`src/snr_pkg.sv`:
```
// Shared types, codes and helpers for the service name registry.
// No dependencies; used by snr_mem, snr_ctrl and service_name_registry.

package snr_pkg;

	// Request actions
	localparam logic [2:0] ACT_REGISTER = 3'd0;
	localparam logic [2:0] ACT_LOOKUP   = 3'd1;
	localparam logic [2:0] ACT_GATED    = 3'd2;
	localparam logic [2:0] ACT_UPDATE   = 3'd3;
	localparam logic [2:0] ACT_DEREG    = 3'd4;
	localparam logic [2:0] ACT_HEALTH   = 3'd5;

	// Result codes
	localparam logic [2:0] RC_OK        = 3'd0;
	localparam logic [2:0] RC_BAD_ARGS  = 3'd1;
	localparam logic [2:0] RC_DUPLICATE = 3'd2;
	localparam logic [2:0] RC_FULL      = 3'd3;
	localparam logic [2:0] RC_NOT_FOUND = 3'd4;
	localparam logic [2:0] RC_FORBIDDEN = 3'd5;
	localparam logic [2:0] RC_UNKNOWN   = 3'd6;

	localparam int unsigned NAME_W = 128;

	typedef struct packed {
		logic [2:0]  action;
		logic [63:0] name_high;
		logic [63:0] name_low;
		logic [31:0] channel;
		logic [31:0] domain_id;
		logic [31:0] class_mask;
		logic [31:0] service_version;
		logic [7:0]  upd_status;
		logic [15:0] allowed_classes;
	} req_t;

	typedef struct packed {
		logic [2:0]  result_code;
		logic [31:0] found_channel;
		logic [31:0] found_domain;
		logic [7:0]  found_status;
		logic [31:0] found_classes;
		logic [31:0] found_version;
		logic [6:0]  active_total;
	} rsp_t;

	// One table slot as held in memory
	typedef struct packed {
		logic              valid;
		logic [NAME_W-1:0] name;
		logic [31:0]       channel;
		logic [31:0]       domain;
		logic [31:0]       classes;
		logic [31:0]       version;
		logic [7:0]        status;
	} slot_t;

	typedef enum logic [1:0] {
		ST_CLEAR,
		ST_IDLE,
		ST_SCAN,
		ST_DONE
	} state_t;

	// Zero every byte from the first zero byte on and every byte past nbytes
	function automatic logic [NAME_W-1:0] canon_name(input logic [NAME_W-1:0] raw,
			input int unsigned nbytes);
		logic [NAME_W-1:0] res;
		logic              ended;
		logic [7:0]        b;
		res   = '0;
		ended = 1'b0;
		for (int unsigned i = 0; i < 16; i++) begin
			b = raw[NAME_W-1-8*i -: 8];
			if (ended || i >= nbytes) begin
				b = 8'h00;
			end
			if (b == 8'h00) begin
				ended = 1'b1;
			end
			res[NAME_W-1-8*i -: 8] = b;
		end
		return res;
	endfunction

endpackage

```
`src/snr_ctrl.sv`:
```
// Request sequencer: clears the table after reset, scans all slots per request,
// then decides the result and writes back at most one slot. Depends on snr_pkg.

module snr_ctrl #(
	parameter int unsigned ENTRIES    = 64,
	parameter int unsigned NAME_BYTES = 16,
	localparam int unsigned IW = $clog2(ENTRIES),
	localparam int unsigned CW = $clog2(ENTRIES + 1)
) (
	input  logic            clk,
	input  logic            arst_n,
	input  logic            start,
	input  snr_pkg::req_t   req,
	output logic            busy,
	output logic            rd_en,
	output logic [IW-1:0]   rd_addr,
	input  snr_pkg::slot_t  rd_data,
	output logic            wr_en,
	output logic [IW-1:0]   wr_addr,
	output snr_pkg::slot_t  wr_data,
	output logic            fin,
	output snr_pkg::rsp_t   fin_rsp
);

	localparam logic [IW-1:0] LAST = IW'(ENTRIES - 1);

	snr_pkg::state_t state_q, state_nxt;

	snr_pkg::req_t                 req_q;
	logic [snr_pkg::NAME_W-1:0]    name_q;
	logic [IW-1:0]                 iss_q;
	logic                          iss_end_q;
	logic                          cmp_vld_s1;
	logic [IW-1:0]                 cmp_idx_s1;
	logic                          found_q;
	logic [IW-1:0]                 found_idx_q;
	snr_pkg::slot_t                found_rec_q;
	logic                          free_q;
	logic [IW-1:0]                 free_idx_q;
	logic [CW-1:0]                 cnt_q, cnt_nxt;
	logic [IW-1:0]                 clr_q;

	logic                          accept;
	logic                          by_name;
	logic                          hit;
	logic                          empty;
	logic [2:0]                    dec_rc;
	logic                          dec_show;
	logic                          dec_wr;
	logic [IW-1:0]                 dec_waddr;
	snr_pkg::slot_t                dec_wdata;

	assign accept  = (state_q == snr_pkg::ST_IDLE) && start;
	assign by_name = req_q.action inside {snr_pkg::ACT_REGISTER, snr_pkg::ACT_LOOKUP,
		snr_pkg::ACT_GATED};
	assign hit     = rd_data.valid && (by_name ? (rd_data.name == name_q)
		: (rd_data.channel == req_q.channel));
	assign empty   = (name_q[snr_pkg::NAME_W-1 -: 8] == 8'h00);

	// Next state
	always_comb begin
		state_nxt = state_q;
		case (state_q)
			snr_pkg::ST_CLEAR: begin
				if (clr_q == LAST) begin
					state_nxt = snr_pkg::ST_IDLE;
				end
			end
			snr_pkg::ST_IDLE: begin
				if (start) begin
					state_nxt = snr_pkg::ST_SCAN;
				end
			end
			snr_pkg::ST_SCAN: begin
				if (cmp_vld_s1 && (cmp_idx_s1 == LAST)) begin
					state_nxt = snr_pkg::ST_DONE;
				end
			end
			snr_pkg::ST_DONE: begin
				state_nxt = snr_pkg::ST_IDLE;
			end
			default: begin
				state_nxt = snr_pkg::ST_IDLE;
			end
		endcase
	end

	// Decide the result and the write-back from the scan outcome
	always_comb begin
		dec_rc    = snr_pkg::RC_OK;
		dec_show  = 1'b0;
		dec_wr    = 1'b0;
		dec_waddr = found_idx_q;
		dec_wdata = found_rec_q;
		cnt_nxt   = cnt_q;
		case (req_q.action)
			snr_pkg::ACT_REGISTER: begin
				if (empty) begin
					dec_rc = snr_pkg::RC_BAD_ARGS;
				end else if (found_q) begin
					dec_rc = snr_pkg::RC_DUPLICATE;
				end else if (!free_q) begin
					dec_rc = snr_pkg::RC_FULL;
				end else begin
					dec_wr            = 1'b1;
					dec_waddr         = free_idx_q;
					dec_wdata.valid   = 1'b1;
					dec_wdata.name    = name_q;
					dec_wdata.channel = req_q.channel;
					dec_wdata.domain  = req_q.domain_id;
					dec_wdata.classes = req_q.class_mask;
					dec_wdata.version = req_q.service_version;
					dec_wdata.status  = 8'h00;
					cnt_nxt           = cnt_q + CW'(1);
				end
			end
			snr_pkg::ACT_LOOKUP, snr_pkg::ACT_GATED: begin
				if (empty) begin
					dec_rc = snr_pkg::RC_BAD_ARGS;
				end else if (!found_q) begin
					dec_rc = snr_pkg::RC_NOT_FOUND;
				end else if ((req_q.action == snr_pkg::ACT_GATED) &&
						((req_q.allowed_classes == 16'h0000) ||
						((found_rec_q.classes[15:0] & req_q.allowed_classes) == 16'h0000))) begin
					dec_rc = snr_pkg::RC_FORBIDDEN;
				end else begin
					dec_show = 1'b1;
				end
			end
			snr_pkg::ACT_UPDATE: begin
				if (!found_q) begin
					dec_rc = snr_pkg::RC_NOT_FOUND;
				end else begin
					dec_wr           = 1'b1;
					dec_wdata.status = req_q.upd_status;
				end
			end
			snr_pkg::ACT_DEREG: begin
				if (!found_q) begin
					dec_rc = snr_pkg::RC_NOT_FOUND;
				end else begin
					dec_wr          = 1'b1;
					dec_wdata.valid = 1'b0;
					if (cnt_q != '0) begin
						cnt_nxt = cnt_q - CW'(1);
					end
				end
			end
			snr_pkg::ACT_HEALTH: begin
				dec_rc = snr_pkg::RC_OK;
			end
			default: begin
				dec_rc = snr_pkg::RC_UNKNOWN;
			end
		endcase
	end

	// Outputs per state
	always_comb begin
		busy    = (state_q != snr_pkg::ST_IDLE);
		rd_en   = (state_q == snr_pkg::ST_SCAN) && !iss_end_q;
		rd_addr = iss_q;
		wr_en   = 1'b0;
		wr_addr = clr_q;
		wr_data = '0;
		fin     = 1'b0;
		case (state_q)
			snr_pkg::ST_CLEAR: begin
				wr_en = 1'b1;
			end
			snr_pkg::ST_DONE: begin
				wr_en   = dec_wr;
				wr_addr = dec_waddr;
				wr_data = dec_wdata;
				fin     = 1'b1;
			end
			default: begin
				wr_en = 1'b0;
			end
		endcase
	end

	// Assemble the result fields
	always_comb begin
		fin_rsp               = '0;
		fin_rsp.result_code   = dec_rc;
		fin_rsp.active_total  = 7'(cnt_nxt);
		if (dec_show) begin
			fin_rsp.found_channel = found_rec_q.channel;
			fin_rsp.found_domain  = found_rec_q.domain;
			fin_rsp.found_status  = found_rec_q.status;
			fin_rsp.found_classes = found_rec_q.classes;
			fin_rsp.found_version = found_rec_q.version;
		end
	end

	// Control state: phase, clear sweep, scan progress, match flags, count
	always_ff @(posedge clk or negedge arst_n) begin
		if (!arst_n) begin
			state_q    <= snr_pkg::ST_CLEAR;
			clr_q      <= '0;
			iss_q      <= '0;
			iss_end_q  <= 1'b0;
			cmp_vld_s1 <= 1'b0;
			found_q    <= 1'b0;
			free_q     <= 1'b0;
			cnt_q      <= '0;
		end else begin
			state_q    <= state_nxt;
			cmp_vld_s1 <= rd_en;
			if (state_q == snr_pkg::ST_CLEAR) begin
				clr_q <= clr_q + IW'(1);
			end
			if (accept) begin
				iss_q     <= '0;
				iss_end_q <= 1'b0;
				found_q   <= 1'b0;
				free_q    <= 1'b0;
			end else begin
				// Advance the read address
				if (rd_en) begin
					iss_q <= iss_q + IW'(1);
					if (iss_q == LAST) begin
						iss_end_q <= 1'b1;
					end
				end
				// Hold the first match and the first free slot
				if (cmp_vld_s1) begin
					if (hit && !found_q) begin
						found_q <= 1'b1;
					end
					if (!rd_data.valid && !free_q) begin
						free_q <= 1'b1;
					end
				end
			end
			if (state_q == snr_pkg::ST_DONE) begin
				cnt_q <= cnt_nxt;
			end
		end
	end

	// Payload captured with the transfer and during the scan
	always_ff @(posedge clk) begin
		if (accept) begin
			req_q  <= req;
			name_q <= snr_pkg::canon_name({req.name_high, req.name_low}, NAME_BYTES);
		end
		cmp_idx_s1 <= iss_q;
		if (cmp_vld_s1 && hit && !found_q) begin
			found_idx_q <= cmp_idx_s1;
			found_rec_q <= rd_data;
		end
		if (cmp_vld_s1 && !rd_data.valid && !free_q) begin
			free_idx_q <= cmp_idx_s1;
		end
	end

endmodule

```
`config.mk`:
```
export PLATFORM = sky130hd
export DESIGN_NAME = snr_ctrl
export DESIGN_NICKNAME = d
export VERILOG_FILES = /design/src/snr_pkg.sv /design/src/snr_ctrl.sv
export SDC_FILE = /design/constraint.sdc
export NUM_CORES = 1
export LEC_CHECK = 0
export BUFFER_PORTS_ARGS = -buffer_cell sky130_fd_sc_hd__buf_4
export CAP_MARGIN = 20
export CORE_AREA = 2 2 381 383
export CTS_BUF_LIST = sky130_fd_sc_hd__clkbuf_8
export CTS_CLUSTER_SIZE = 8
export DETAILED_ROUTE_END_ITERATION = 16
export DIE_AREA = 0 0 383 385
export PLACE_DENSITY_LB_ADDON = 0.25
export SYNTH_ARGS = -nofsm -noshare
export SYNTH_HDL_FRONTEND = slang
export SYNTH_SLANG_ARGS = --single-unit
```
`constraint.sdc`:
```
create_clock -name clk -period 10.9 [get_ports clk]
set_input_delay 1.635 -clock clk [delete_from_list [all_inputs] [get_ports clk]]
set_output_delay 1.635 -clock clk [all_outputs]
set_load 0.03 [all_outputs]
```
==> results.txt <==
Largest net degree at the start of global routing -> 134
EDFF count, synth -> 560
Cell Pwr Density -> 129.0 nW/µm²
CTS Buf Count -> 113
Relative slew slack -> 23.56%
Clock Sinks -> 591
Mapped Cells -> 2266
Leakage power -> 0.01522 µW
Critical-path maximum fanout -> 115
Post-synthesis sequential area ratio -> 65.91%
Max rail drop VDD -> 0.07839 mV
First drt pass iteration count -> 5
Total GRT Usage -> 17.93%
Setup violators final -> 0
Hold_sp -> cmp_idx_s1[2]
Layout Nets -> 3819
Post-cts resize count -> 0
Async SR Flop Fraction -> 4.230%
Starting Density -> 18.62%
Req. time, crit path -> 9.27 ns
Startpoint types -> flip-flop
Register share of total power -> 50.4%
Global-route wire length before repair -> 183.8 mm
Synthesized cell area -> 26650 µm²
TritonCTS clock tree -> yes
Clock latency on the worst-skew pair -> 0.82 ns
Avg Cell Area, Syn -> 11.76 µm²
Hold Path Class -> reg2reg
Setup bufs post-CTS -> 0
Final ANT Viol Nets -> 0
RD Place Congestion -> 0.8441
Switching Share -> 23.50%
Worst setup path startpoint -> name_q[120]
Tcrit/Tclk final -> 57.20%
Area growth syn-to-layout -> 43.57%
Global route overflow -> 0
Top_reg_cell synth -> edfxtp_1
Library cells used by synthesis -> 64
Crit path time final -> 6.235 ns
RSZ-0062 raised after global routing -> false
H-tree depth -> 3
Vias in the first global route -> 22150
Count of final hold-check violations -> 0
Number of synthesis warnings -> 0
Tightest Pin Transition -> 1.147 ns
Setup slack, reg-to-reg -> 5.83 ns
Routed WL per cell -> 26.23 µm
Arr. time, crit path -> 4.60 ns
Clk root buf -> clkbuf_8
Max-Cap Viols -> 0
Comb power frac -> 5.4%
Pint -> 3775 µW
# rows -> 139
Setup crit end kind -> output port
Die footprint -> 147500 µm²
Core area -> 143100 µm²
DR vias/cell -> 4.174
TNS Setup -> 0 ns
Clk network pwr share -> 44.3%
Iter 0 DRT Violations -> 1274
Fin cells -> 5262
Most common cell after layout, fill and taps aside -> buf_4
Most frequent cells in the layout -> buf_4 (996), edfxtp_1 (560), nand2_1 (552)
DRC -> 0
Vias -> 21970
Mapped Nets -> 2826
Worst-path clk slew -> 0.07 ns
Layout cells sized above 1 -> 35.01%
Flops & latches, synth -> 591
Die height -> 385 µm
Dpl cells -> 5047
Clk_skew -> 0.06881 ns
Port Buf Inserts -> 977
Final Max Slew Viols -> 0
HPWL Detailed -> 106.9 mm
I/O pin total -> 978
Initial antenna violation count -> 25
Outcome -> completed
Max clock buf depth -> 3
Fmax -> 160.4 MHz
Reg2reg start -> name_q[82]
NetSw -> 1160 µW
Worst setup path class -> reg2out
Die X -> 383 µm
Post-CTS Hold Buffers -> 0
Final WL -> 138.0 mm
-- synthesized netlist by cell type, types with 5 or more instances --
cell | number | area, µm²
nor2_1 | 49 | 183.9
o21ai_1 | 5 | 25.02
a21oi_1 | 275 | 1376
o21ai_0 | 12 | 60.06
xor2_1 | 125 | 1095
dfrtp_1 | 25 | 625.6
nand2_1 | 553 | 2076
o22ai_1 | 6 | 37.54
a22oi_1 | 8 | 60.06
nor4_1 | 53 | 331.6
inv_1 | 17 | 63.81
buf_4 | 13 | 97.59
a31oi_1 | 22 | 137.6
and2_1 | 233 | 1458
and3_1 | 25 | 156.4
or4_1 | 10 | 75.07
nor3_1 | 5 | 25.02
nand3_1 | 12 | 60.06
mux2i_1 | 11 | 110.1
nand4_1 | 24 | 150.1
dfxtp_1 | 6 | 120.1
xnor2_1 | 37 | 324.1
clkbuf_1 | 54 | 202.7
edfxtp_1 | 560 | 16820
buf_2 | 52 | 260.3
ha_1 | 9 | 112.6
-- worst max-delay path, cell delays in order (launching register included) --
cell and delay (ns):
edfxtp_1 0.48, nor4_4 0.68, nand2_2 0.24, nand4_1 0.21, buf_4 0.39, buf_12 0.48, nand2_1 0.12, a21oi_1 0.54
buf_4 0.37
-- per-stage QoR --
| stage | utilization (%) | setup WS (ns) | hold WS [ns] | instance area [µm²] | power [µW] |
|---|---|---|---|---|---|
| after detailed placement | 25.20 | 3.872 | 0.4462 | 36070 | 2803 |
| after global placement | 25.19 | 3.808 | 0.4380 | 36050 | 2799 |
| after floorplan | - | 0.5499 | 0.4252 | 26650 | 2576 |
| after global routing | 26.72 | 4.340 | 0.4702 | 38240 | 5124 |
| final | 26.73 | 4.665 | 0.4574 | 38260 | 4935 |
| after CTS | 26.70 | 4.414 | 0.4588 | 38220 | 5026 |
-- power groups by stage --
stage / Clock (µW) / Sequential (µW) / Combinational (µW)
detailed placement: 0 / 2530 / 271
floorplan: 0 / 2530 / 43.8
global placement: 0 / 2530 / 268
finish: 2180 / 2480 / 266
global route: 2360 / 2480 / 284
CTS: 2270 / 2480 / 273
-- flip-flops by register name, indices dropped and copies added, names as in the netlist, 2 cells and up --
register	cells
free_idx_q	6
name_q	128
found_rec_q	265
rd_addr	6
found_idx_q	6
clr_q	6
state_q	2
cnt_q	7
cmp_idx_s1	6
req_q	155
-- layer usage --
layer | up-vias | share of wire, % | global-route usage (%)
li1 | 10030 | - | -
met1 | 10910 | 39 | 20.53
met2 | 866 | 52 | 32.28
met3 | 141 | 8.0 | 5.904
met4 | 24 | 1.6 | 3.835
met5 | - | 0.099 | 0
-- cell families (layout without fill, tap and decap cells) --
group | count (synthesis) | in the layout | share of synthesized area (%)
xor+xnor | 162 | 162 | 5.325
flops | 591 | 591 | 65.91
other cells | 0 | 14 | 0
mux | 15 | 15 | 0.5823
fa+ha+maj | 9 | 9 | 0.4226
compound gates | 351 | 351 | 7.189
buf+inv | 142 | 1221 | 2.442
simple gates | 996 | 996 | 18.13
-- worst paths after layout --
check                           cells after the start               to
worst max-delay path                                8      wr_data[10]
worst min-delay path                                0    free_idx_q[2]
worst max register to register                      8  found_rec_q[91]
worst min register to register                      0    free_idx_q[2]
max in group asynchronous                           1         cnt_q[1]
min in group asynchronous                           1         cnt_q[3]
-- layout make-up --
class	instances	area, µm²
tap	1903	2381
sequential	591	17560
inverter	18	75.07
timing repair buffer	1002	7597
antenna	14	35.03
fill	15350	104900
clock inverter	84	541.8
clock buffer	117	1610
multi-input combinational	1533	8453
No activity file was read; power rests on OpenSTA's default activity.
